**config.mk**
```make
export PLATFORM = sky130hd
export DESIGN_NAME = mode_select_input_debouncer
export DESIGN_NICKNAME = d
export VERILOG_FILES = /design/src/rtl/msid_pkg.sv /design/src/rtl/msid_core.sv /design/src/rtl/mode_select_input_debouncer.sv
export SDC_FILE = /design/constraint.sdc
export NUM_CORES = 1
export LEC_CHECK = 0
export BUFFER_PORTS_ARGS = -buffer_cell sky130_fd_sc_hd__buf_2
export CORE_AREA = 3 3 87 89
export DETAILED_ROUTE_END_ITERATION = 6
export DIE_AREA = 0 0 90 92
export GPL_TIMING_DRIVEN = 0
export PLACE_DENSITY_LB_ADDON = 0.08
export SETUP_SLACK_MARGIN = 0.3
export SLEW_MARGIN = 20
export SYNTH_ARGS = -nofsm -noshare
export SYNTH_HDL_FRONTEND = slang
export SYNTH_SLANG_ARGS = --single-unit
```
**constraint.sdc**
```tcl
create_clock -name clk_i -period 4.93 [get_ports clk_i]
set_clock_uncertainty 0.05 [all_clocks]
set_input_delay 0.986 -clock clk_i [delete_from_list [all_inputs] [get_ports clk_i]]
set_output_delay 0.986 -clock clk_i [all_outputs]
set_load 0.01 [all_outputs]
```
**src/rtl/msid_pkg.sv**
```systemverilog
// shared types, register indexes and constants for the mode select input debouncer
`timescale 1ns / 1ps

package msid_pkg;

  // default countdown width
  localparam int unsigned COUNT_WIDTH = 16;

  // configuration port widths
  localparam int unsigned CfgIndexWidth = 2;
  localparam int unsigned CfgDataWidth  = 16;
  localparam int unsigned TicksWidth    = 16;
  localparam int unsigned ModeWidth     = 3;

  // register indexes
  localparam logic [CfgIndexWidth-1:0] RegDebounceTicks = 2'd0;
  localparam logic [CfgIndexWidth-1:0] RegTriggerMode   = 2'd1;
  localparam logic [CfgIndexWidth-1:0] RegInvertLevel   = 2'd2;

  // register reset values
  localparam logic [TicksWidth-1:0] DebounceTicksReset = 16'd250;
  localparam logic [ModeWidth-1:0]  TriggerModeReset   = 3'd2;
  localparam logic                  InvertLevelReset   = 1'b0;

  // trigger mode codes, unused codes act as change
  typedef enum logic [ModeWidth-1:0] {
    TRIG_CHANGE  = 3'd0,
    TRIG_RISING  = 3'd1,
    TRIG_FALLING = 3'd2,
    TRIG_LOW     = 3'd3,
    TRIG_HIGH    = 3'd4
  } trig_mode_e;

  // configuration as seen by the core
  typedef struct packed {
    logic [TicksWidth-1:0] debounce_ticks;
    logic [ModeWidth-1:0]  trigger_mode;
    logic                  invert_level;
  } cfg_t;

  // one result item
  typedef struct packed {
    logic event_fired;
    logic accepted_level;
    logic engaged_flag;
    logic phase;
  } result_t;

endpackage

```
**src/rtl/msid_core.sv**
```systemverilog
// debounce state registers and the per-sample update logic
`timescale 1ns / 1ps

module msid_core #(
  parameter int unsigned CountWidth = msid_pkg::COUNT_WIDTH
) (
  input  logic             clk_i,
  input  logic             rst_ni,
  input  msid_pkg::cfg_t   cfg_i,
  input  logic             step_i,
  input  logic             raw_level_i,
  input  logic             clear_engaged_i,
  output msid_pkg::result_t result_o
);

  logic                  phase_q, phase_d;
  logic [CountWidth-1:0] cnt_q, cnt_d;
  logic                  cap_q, cap_d;
  logic                  acc_q, acc_d;
  logic                  eng_q, eng_d;
  logic                  eng_evt;
  logic [CountWidth-1:0] load;
  logic                  lvl;
  logic                  level_mode;
  logic                  mode_match;
  logic                  fired;

  // countdown load value, saturated for a narrow counter
  if (CountWidth >= msid_pkg::TicksWidth) begin : g_load_wide
    assign load = CountWidth'(cfg_i.debounce_ticks);
  end else begin : g_load_sat
    assign load = (|cfg_i.debounce_ticks[msid_pkg::TicksWidth-1:CountWidth]) ?
                  {CountWidth{1'b1}} : cfg_i.debounce_ticks[CountWidth-1:0];
  end

  // working level and mode decode
  assign lvl        = raw_level_i ^ cfg_i.invert_level;
  assign level_mode = (cfg_i.trigger_mode == msid_pkg::TRIG_LOW) ||
                      (cfg_i.trigger_mode == msid_pkg::TRIG_HIGH);

  // trigger test of the captured level against the accepted one
  always_comb begin
    case (cfg_i.trigger_mode)
      msid_pkg::TRIG_RISING:  mode_match = !acc_q && cap_q;
      msid_pkg::TRIG_FALLING: mode_match = acc_q && !cap_q;
      msid_pkg::TRIG_LOW:     mode_match = !cap_q;
      msid_pkg::TRIG_HIGH:    mode_match = cap_q;
      default:                mode_match = cap_q != acc_q;
    endcase
  end

  // next state for one sample
  always_comb begin
    phase_d = phase_q;
    cnt_d   = cnt_q;
    cap_d   = cap_q;
    acc_d   = acc_q;
    eng_evt = eng_q;
    fired   = 1'b0;
    if (!phase_q) begin
      if ((lvl != acc_q) || level_mode) begin
        cap_d   = lvl;
        cnt_d   = load;
        phase_d = 1'b1;
      end
    end else if (cnt_q != '0) begin
      cnt_d = cnt_q - CountWidth'(1);
    end else begin
      if (lvl == cap_q) begin
        if (mode_match) begin
          fired   = 1'b1;
          eng_evt = 1'b1;
        end
        acc_d = cap_q;
      end
      phase_d = 1'b0;
    end
    // clear request acts after the flag is reported
    eng_d = eng_evt && !clear_engaged_i;
  end

  // result reflects the state after this sample
  assign result_o.event_fired    = fired;
  assign result_o.accepted_level = acc_d;
  assign result_o.engaged_flag   = eng_evt;
  assign result_o.phase          = phase_d;

  // state registers
  always_ff @(posedge clk_i or negedge rst_ni) begin
    if (!rst_ni) begin
      phase_q <= 1'b0;
      cnt_q   <= '0;
      cap_q   <= 1'b0;
      acc_q   <= 1'b0;
      eng_q   <= 1'b0;
    end else if (step_i) begin
      phase_q <= phase_d;
      cnt_q   <= cnt_d;
      cap_q   <= cap_d;
      acc_q   <= acc_d;
      eng_q   <= eng_d;
    end
  end

endmodule

```
**src/rtl/mode_select_input_debouncer.sv**
```systemverilog
// top level of the mode select input debouncer with config registers and output skid
`timescale 1ns / 1ps

// channel  | direction | handshake              | payload
// ---------+-----------+------------------------+---------------------------------------------
// in       | input     | in_valid_i/in_stall_o  | raw_level_i, clear_engaged_i
// out      | output    | out_valid_o/out_stall_i| event_fired_o, accepted_level_o,
//          |           |                        | engaged_flag_o, phase_o
// cfg      | input     | cfg_valid_i/cfg_ready_o| cfg_index_i, cfg_data_i
//
// one sample is taken per cycle unless stalled; its result is registered in the buffer.
// the state update is a single pass through the core between sample and result register.
// a two-entry output buffer (output register plus skid) lets samples flow while a result
// waits; in_stall_o rises only when both entries are full.
// reset clears the debounce state, the buffer and loads the register defaults.

module mode_select_input_debouncer #(
  parameter int unsigned CountWidth = msid_pkg::COUNT_WIDTH
) (
  input  logic                               clk_i,
  input  logic                               rst_ni,
  // sample channel
  input  logic                               in_valid_i,
  output logic                               in_stall_o,
  input  logic                               raw_level_i,
  input  logic                               clear_engaged_i,
  // result channel
  output logic                               out_valid_o,
  input  logic                               out_stall_i,
  output logic                               event_fired_o,
  output logic                               accepted_level_o,
  output logic                               engaged_flag_o,
  output logic                               phase_o,
  // configuration channel
  input  logic                               cfg_valid_i,
  output logic                               cfg_ready_o,
  input  logic [msid_pkg::CfgIndexWidth-1:0] cfg_index_i,
  input  logic [msid_pkg::CfgDataWidth-1:0]  cfg_data_i
);

  msid_pkg::cfg_t    cfg_q;
  msid_pkg::result_t res;
  msid_pkg::result_t out_q;
  msid_pkg::result_t skid_q;
  logic              out_valid_q;
  logic              skid_valid_q;
  logic              in_acc;
  logic              out_take;

  // configuration registers, always ready
  assign cfg_ready_o = 1'b1;

  always_ff @(posedge clk_i or negedge rst_ni) begin
    if (!rst_ni) begin
      cfg_q.debounce_ticks <= msid_pkg::DebounceTicksReset;
      cfg_q.trigger_mode   <= msid_pkg::TriggerModeReset;
      cfg_q.invert_level   <= msid_pkg::InvertLevelReset;
    end else if (cfg_valid_i && cfg_ready_o) begin
      case (cfg_index_i)
        msid_pkg::RegDebounceTicks: begin
          cfg_q.debounce_ticks <= cfg_data_i[msid_pkg::TicksWidth-1:0];
        end
        msid_pkg::RegTriggerMode: begin
          cfg_q.trigger_mode <= cfg_data_i[msid_pkg::ModeWidth-1:0];
        end
        msid_pkg::RegInvertLevel: begin
          cfg_q.invert_level <= cfg_data_i[0];
        end
        default: begin
        end
      endcase
    end
  end

  // handshake decode
  assign in_stall_o = skid_valid_q;
  assign in_acc     = in_valid_i && !in_stall_o;
  assign out_take   = out_valid_q && !out_stall_i;

  // debounce core
  msid_core #(
    .CountWidth(CountWidth)
  ) u_core (
    .clk_i          (clk_i),
    .rst_ni         (rst_ni),
    .cfg_i          (cfg_q),
    .step_i         (in_acc),
    .raw_level_i    (raw_level_i),
    .clear_engaged_i(clear_engaged_i),
    .result_o       (res)
  );

  // output register and skid entry
  always_ff @(posedge clk_i or negedge rst_ni) begin
    if (!rst_ni) begin
      out_valid_q  <= 1'b0;
      skid_valid_q <= 1'b0;
      out_q        <= '0;
      skid_q       <= '0;
    end else if (skid_valid_q) begin
      if (out_take) begin
        out_q        <= skid_q;
        skid_valid_q <= 1'b0;
      end
    end else if (in_acc) begin
      if (!out_valid_q || out_take) begin
        out_q       <= res;
        out_valid_q <= 1'b1;
      end else begin
        skid_q       <= res;
        skid_valid_q <= 1'b1;
      end
    end else if (out_take) begin
      out_valid_q <= 1'b0;
    end
  end

  assign out_valid_o      = out_valid_q;
  assign event_fired_o    = out_q.event_fired;
  assign accepted_level_o = out_q.accepted_level;
  assign engaged_flag_o   = out_q.engaged_flag;
  assign phase_o          = out_q.phase;

  // skid entry is only used behind a full output register
  a_skid_behind_out: assert property (@(posedge clk_i) disable iff (!rst_ni)
    skid_valid_q |-> out_valid_q)
    else $error("skid entry valid with empty output register");

  // a fired transaction always reports the engaged flag set
  a_event_engaged: assert property (@(posedge clk_i) disable iff (!rst_ni)
    (out_valid_q && out_q.event_fired) |-> out_q.engaged_flag)
    else $error("event reported without engaged flag");

  // an event ends the debounce phase
  a_event_idle: assert property (@(posedge clk_i) disable iff (!rst_ni)
    (in_acc && res.event_fired) |-> !res.phase)
    else $error("event fired while still debouncing");

endmodule

```
* Word-level counts from Yosys, hierarchy flattened *
Index checks and enable logic that the tools add are counted.
W data, S select, Z words.

cells by class
  div/mod/pow operators = 0
  eq/ne operators = 12
  shift-type cells = 0
  $lt $le $gt $ge = 0
  bitwise operators = 4
  $mul = 0
  reduce and logical (&&, ||, !) cells = 28
  add/sub/neg operators = 1
  multiplexer cells = 29

operators by type and width
  cell                     number
  $mux W16                 3
  $mux W1                  21
  $mux W4                  4
  $reduce_bool A16 Y1      1
  $sub A16 B1 Y16 const B  1
  $reduce_and A3 Y1        5
  $reduce_bool A2 Y1       4
  $eq A3 B2 Y1 const B     2
  $logic_not A1 Y1         6
  $reduce_and A2 Y1        3
  $logic_and A1 B1 Y1      5
  $ne A2 B1 Y1 const B     2
  $pmux W1 S4              1
  $eq A3 B1 Y1 const B     1
  $eq A3 B3 Y1 const B     1
  $logic_or A1 B1 Y1       3
  $not A1 Y1               3
  $eq A2 B1 Y1 const B     1
  $eq A2 B2 Y1 const B     1
  $logic_not A2 Y1         1
  $ne A1 B1 Y1             2
  $ne A2 B2 Y1 const B     1
  $eq A1 B1 Y1             1
  $xor A1 B1 Y1            1

storage, ports and cells
  logic and storage cells = 92
  bits in latches = 0
  bits in writable memories = 0
  memories kept = 0
  bits in read-only memories = 0
  register bits = 50
  bits of input ports = 25

* Logic depth before layout (Yosys ltp) *
  word-level depth = 10
  mapped depth = 8
  depth with buffers taken out = 7

* Hierarchy *
Synthesis repeated with hierarchy kept, for this count alone.

unflattened totals
  cell total of the unflattened synthesis = 249
  area, all modules = 2726.4 um2

by module, submodules not included
  module                       area an instance (um2)  instances  cells each
  msid_core                    1426.4                  1          170
  mode_select_input_debouncer  1300.0                  1          79

* Worst setup path before layout *
OpenSTA, ideal clock, no wires.

  kind = input port to flip-flop
  from = in raw_level_i
  to = reg u_core.cnt_q[9]
  cell stages on the path = 6
  required time = 4.756 ns
  arrival = 2.276 ns
  setup time = 0.124 ns
  path slack = 2.480 ns
  path through = xor3_2 nor4bb_4 or3_1 buf_6 o22ai_1 a211o_1

between the ends
  cells in the longest elaborated chain, start to end = 5

ends and longest elaborated chain
  item                                 line                               source
  start: declaration                   mode_select_input_debouncer.sv:25  input logic raw_level_i,
  $xor A1 B1 Y1                        msid_core.sv:37                    assign lvl = raw_level_i ^ cfg_i.invert_level;
  $ne A1 B1 Y1                         msid_core.sv:61                    if ((lvl != acc_q) || level_mode) begin
  $logic_or A1 B1 Y1                   msid_core.sv:61
  $reduce_bool A2 Y1 (no source line)  n/a
  $reduce_and A3 Y1 (no source line)   n/a
  end signal: assignment               msid_core.sv:98                    cnt_q <= cnt_d;
  end: declaration                     msid_core.sv:17                    logic [CountWidth-1:0] cnt_q, cnt_d;

Every way passes these cells.
A chain may end at the register's enable or synchronous reset.

* Worst setup path in the final report *
  from = in cfg_index_i[1] (netlist bit)
  to = reg cfg_q[6] (netlist bit)

between the ends
  cells in the longest elaborated chain, start to end = 2

ends and longest elaborated chain
  item                                line                               source
  start: declaration                  mode_select_input_debouncer.sv:37  input logic [msid_pkg::CfgIndexWidth-1:0] cfg_index_i,
  $logic_not A2 Y1                    mode_select_input_debouncer.sv:59  case (cfg_index_i)
  $reduce_and A2 Y1 (no source line)  n/a
  end: declaration                    mode_select_input_debouncer.sv:41  msid_pkg::cfg_t cfg_q;

Every way passes these cells.

==> results.ini <==
[outcome]
status = complete, no violations

[setup_path]
slowest_delay_ns = 0.53
cp.required_ns = 5.07
cp_max_fo = 10
cp.arrival_ns = 2.73
critPathKind = input pin to flip-flop
cp-start-kind = input pin
crit_chain = buf_2 > nor3b_1 > clkbuf_1 > clkbuf_1 > mux2_2
slowest_stage = clkbuf_1
end_kind = flip-flop
cp_common_cell = clkbuf_1

[floorplan]
num_io_pins = 32
die_h_um = 92
rows = 30
initial_core_util = 0.389
die_area_um2 = 8280
core_um2 = 6830
fp.dieW_um = 90

[grt]
grt.overflow.total = 0
track_usage = 0.149
grt_pass1_vias = 1985
antenna_found_initial = 0
grt_pass1_wl_mm = 10.0
grt_max_degree = 51

[cells_and_area]
fin_cells = 400
syn_to_final_growth_pct = 14.3
nNetsFinal = 332
diodes = 0
final_util = 0.445
fin_area_um2 = 3040
drive_gt1_frac = 0.234

[logic_synthesis]
synth_top_family_by_area = simple AND/OR/NAND/NOR gates
synthXorXnorAreaFrac = 0.0160
synth_ff_type = dfrtp_1
synth_cell_type_count = 54
synth-seq-cells = 50
async_flop_share = 1.00
synthTopCellsByArea = dfrtp_1 40%, mux2_2 7.6%, dfstp_2 6.9%
ys_seq_area_frac = 0.474
synthDominantCellAreaShare = 0.405
yosysMostFrequentCell = dfrtp_1
synth_edf_count = 0
synth-compound-area-share = 0.175
synth.avg_cell_area_um2 = 9.99
yosysWarningCount = 0
synth_adder_area_share = 0.0188
synth_top_area_cell = dfrtp_1
muxShareOfSynthArea = 0.0838
netlist_instances = 266
synth_simple_gate_area_frac = 0.188
synth_nets = 295
synthesis.area_um2 = 2660
synth_common_cells = 43 x dfrtp_1, 25 x nand2_1, 22 x o21ai_0

[detailed_routing]
drc = 0
drt_pass1_iterations = 4
post_drt_wl_per_cell_um = 15.0
wl_mm = 5.98
drtAntennaViolNets = 0
drt_iter0_drc = 83
vias = 2104
viasPerCell = 5.26

[sta]
setup_viol = 0
setup_ws_ns = 2.34
relSlewSlack = 0.470
fin_crit_sh = 0.525
rsz0062_at_grt = no
min_period_ns = 2.59
hold_slack_ns = 0.434
fmax_mhz = 386
totalNegativeSetupSlack_ns = 0
tightest_slew_ns = 0.788
maxSlewViolCount = 0
hold_violations = 0

[placed_design]
gp_congestion = 0.784
pre_cts_ws_ns = 1.98
dpl-instance-area_um2 = 2930
post-dp-hpwl_mm = 4.18
io_buffers = 30
dp_cells = 392

[clocking]
h-tree-depth = 2
cts_buffers = 5
cts_resized = 0
clk_pin_slew_ns = 0.09
ctsRootBufferMaster = clkbuf_8
ctsLongestPathBuffers = 2
cts_hold_buf = 0
cts_tree = done
clock_latency_ns = 0.30
post_cts_buffers = 0
numClockSinks = 50

[power_and_ir_drop]
leakagePower_nw = 1.27
p_per_area_nw_per_um2 = 513
total_power_mw = 1.56
ir_worst_vdd_uv = 206

[flow_run]
max-cap-violations = 0

[min_path]
hp-class = flip-flop to flip-flop

[cells by family (layout without fill, tap and decap cells)]
| group | after synthesis | count (layout) |
|---|---|---|
| xor gates and xnor gates | 3 | 3 |
| DFF | 50 | 50 |
| muxes | 20 | 20 |
| AOI/OAI and AO/OA | 75 | 75 |
| adders and majority gates | 4 | 4 |
| other | 1 | 1 |
| and+or+nand+nor | 89 | 89 |
| buffers and inverters | 24 | 62 |
[where the power goes]
group | total, mW | leakage, nW | internal, mW | switching (mW)
registers | 0.672 | 0.588 | 0.548 | 0.125
clock network | 0.287 | 0.0524 | 0.152 | 0.135
logic | 0.600 | 0.633 | 0.264 | 0.336
total | 1.56 | 1.27 | 0.964 | 0.595
[flip-flops by register name, indices dropped and copies added (netlist names)]
name,cells
cfg_q,20
u_core.cnt_q,16
skid_q,4
accepted_level_o,1
engaged_flag_o,1
event_fired_o,1
in_stall_o,1
out_valid_o,1
phase_o,1
u_core.acc_q,1
u_core.cap_q,1
u_core.eng_q,1
u_core.phase_q,1
[layer usage]
layer	global-route usage	part of all wire
met1	0.212	0.51
met2	0.232	0.44
met3	0.0271	0.035
met4	0.0459	0.012
met5	0	0
[cells in the final DEF (no fill, tap or decap), types with 2 or more instances in the layout]
| master | count |
|---|---|
| dfrtp_1 | 43 |
| buf_2 | 29 |
| nand2_1 | 25 |
| o21ai_0 | 22 |
| a21oi_1 | 20 |
| mux2_2 | 18 |
| nor2_1 | 12 |
| inv_1 | 11 |
| clkbuf_1 | 11 |
| o22ai_1 | 8 |
| nor3_1 | 7 |
| dfstp_2 | 7 |
| nand2b_1 | 6 |
| nand3b_1 | 6 |
| nand3_1 | 6 |
| a31oi_1 | 5 |
| clkbuf_8 | 5 |
| nor4_1 | 4 |
| ha_1 | 4 |
| buf_4 | 3 |
| nor3b_1 | 3 |
| a2bb2oi_1 | 3 |
| nand4_1 | 3 |
| nor2b_1 | 3 |
| buf_6 | 2 |
| or3_1 | 2 |
| o211ai_1 | 2 |
| mux2i_1 | 2 |
| xor2_1 | 2 |
| nand4b_1 | 2 |
| o32ai_1 | 2 |
[path summary, 6_finish.rpt]
check | slack, ns | startpoint | cells after the start | to
min in group asynchronous | 0.65 | rst_ni | 1 | event_fired_o$_DFFE_PN0P_
max in group asynchronous | 3.73 | rst_ni | 1 | cfg_q[0]$_DFFE_PN0P_
setup / recovery | 2.34 | cfg_index_i[1] | 5 | cfg_q[6]$_DFFE_PN0P_
hold reg to reg | 0.43 | skid_q[2]$_DFFE_PN0P_ | 2 | skid_q[2]$_DFFE_PN0P_
hold / removal | 0.43 | skid_q[2]$_DFFE_PN0P_ | 2 | skid_q[2]$_DFFE_PN0P_
setup reg to reg | 2.48 | u_core.cnt_q[0]$_DFFE_PN0P_ | 7 | u_core.cnt_q[14]$_DFFE_PN0P_
[critical path: cells and delay by family]
family	cells	cell delay, ns
buffers and inverters	3	1.14
multiplexers	1	0.40
AND/OR/NAND/NOR	1	0.19
[area by class of cell]
cell class,instances,area (um2)
repair buffers,30,153
fillers,702,3790
clock inverters,1,30.0
multi-input cells,192,1280
well taps,96,120
clock buffers,7,76.3
plain buffers,13,71.3
flip-flops and latches,50,1260
inverters,11,41.3
Power figures use the tool's default switching activity.
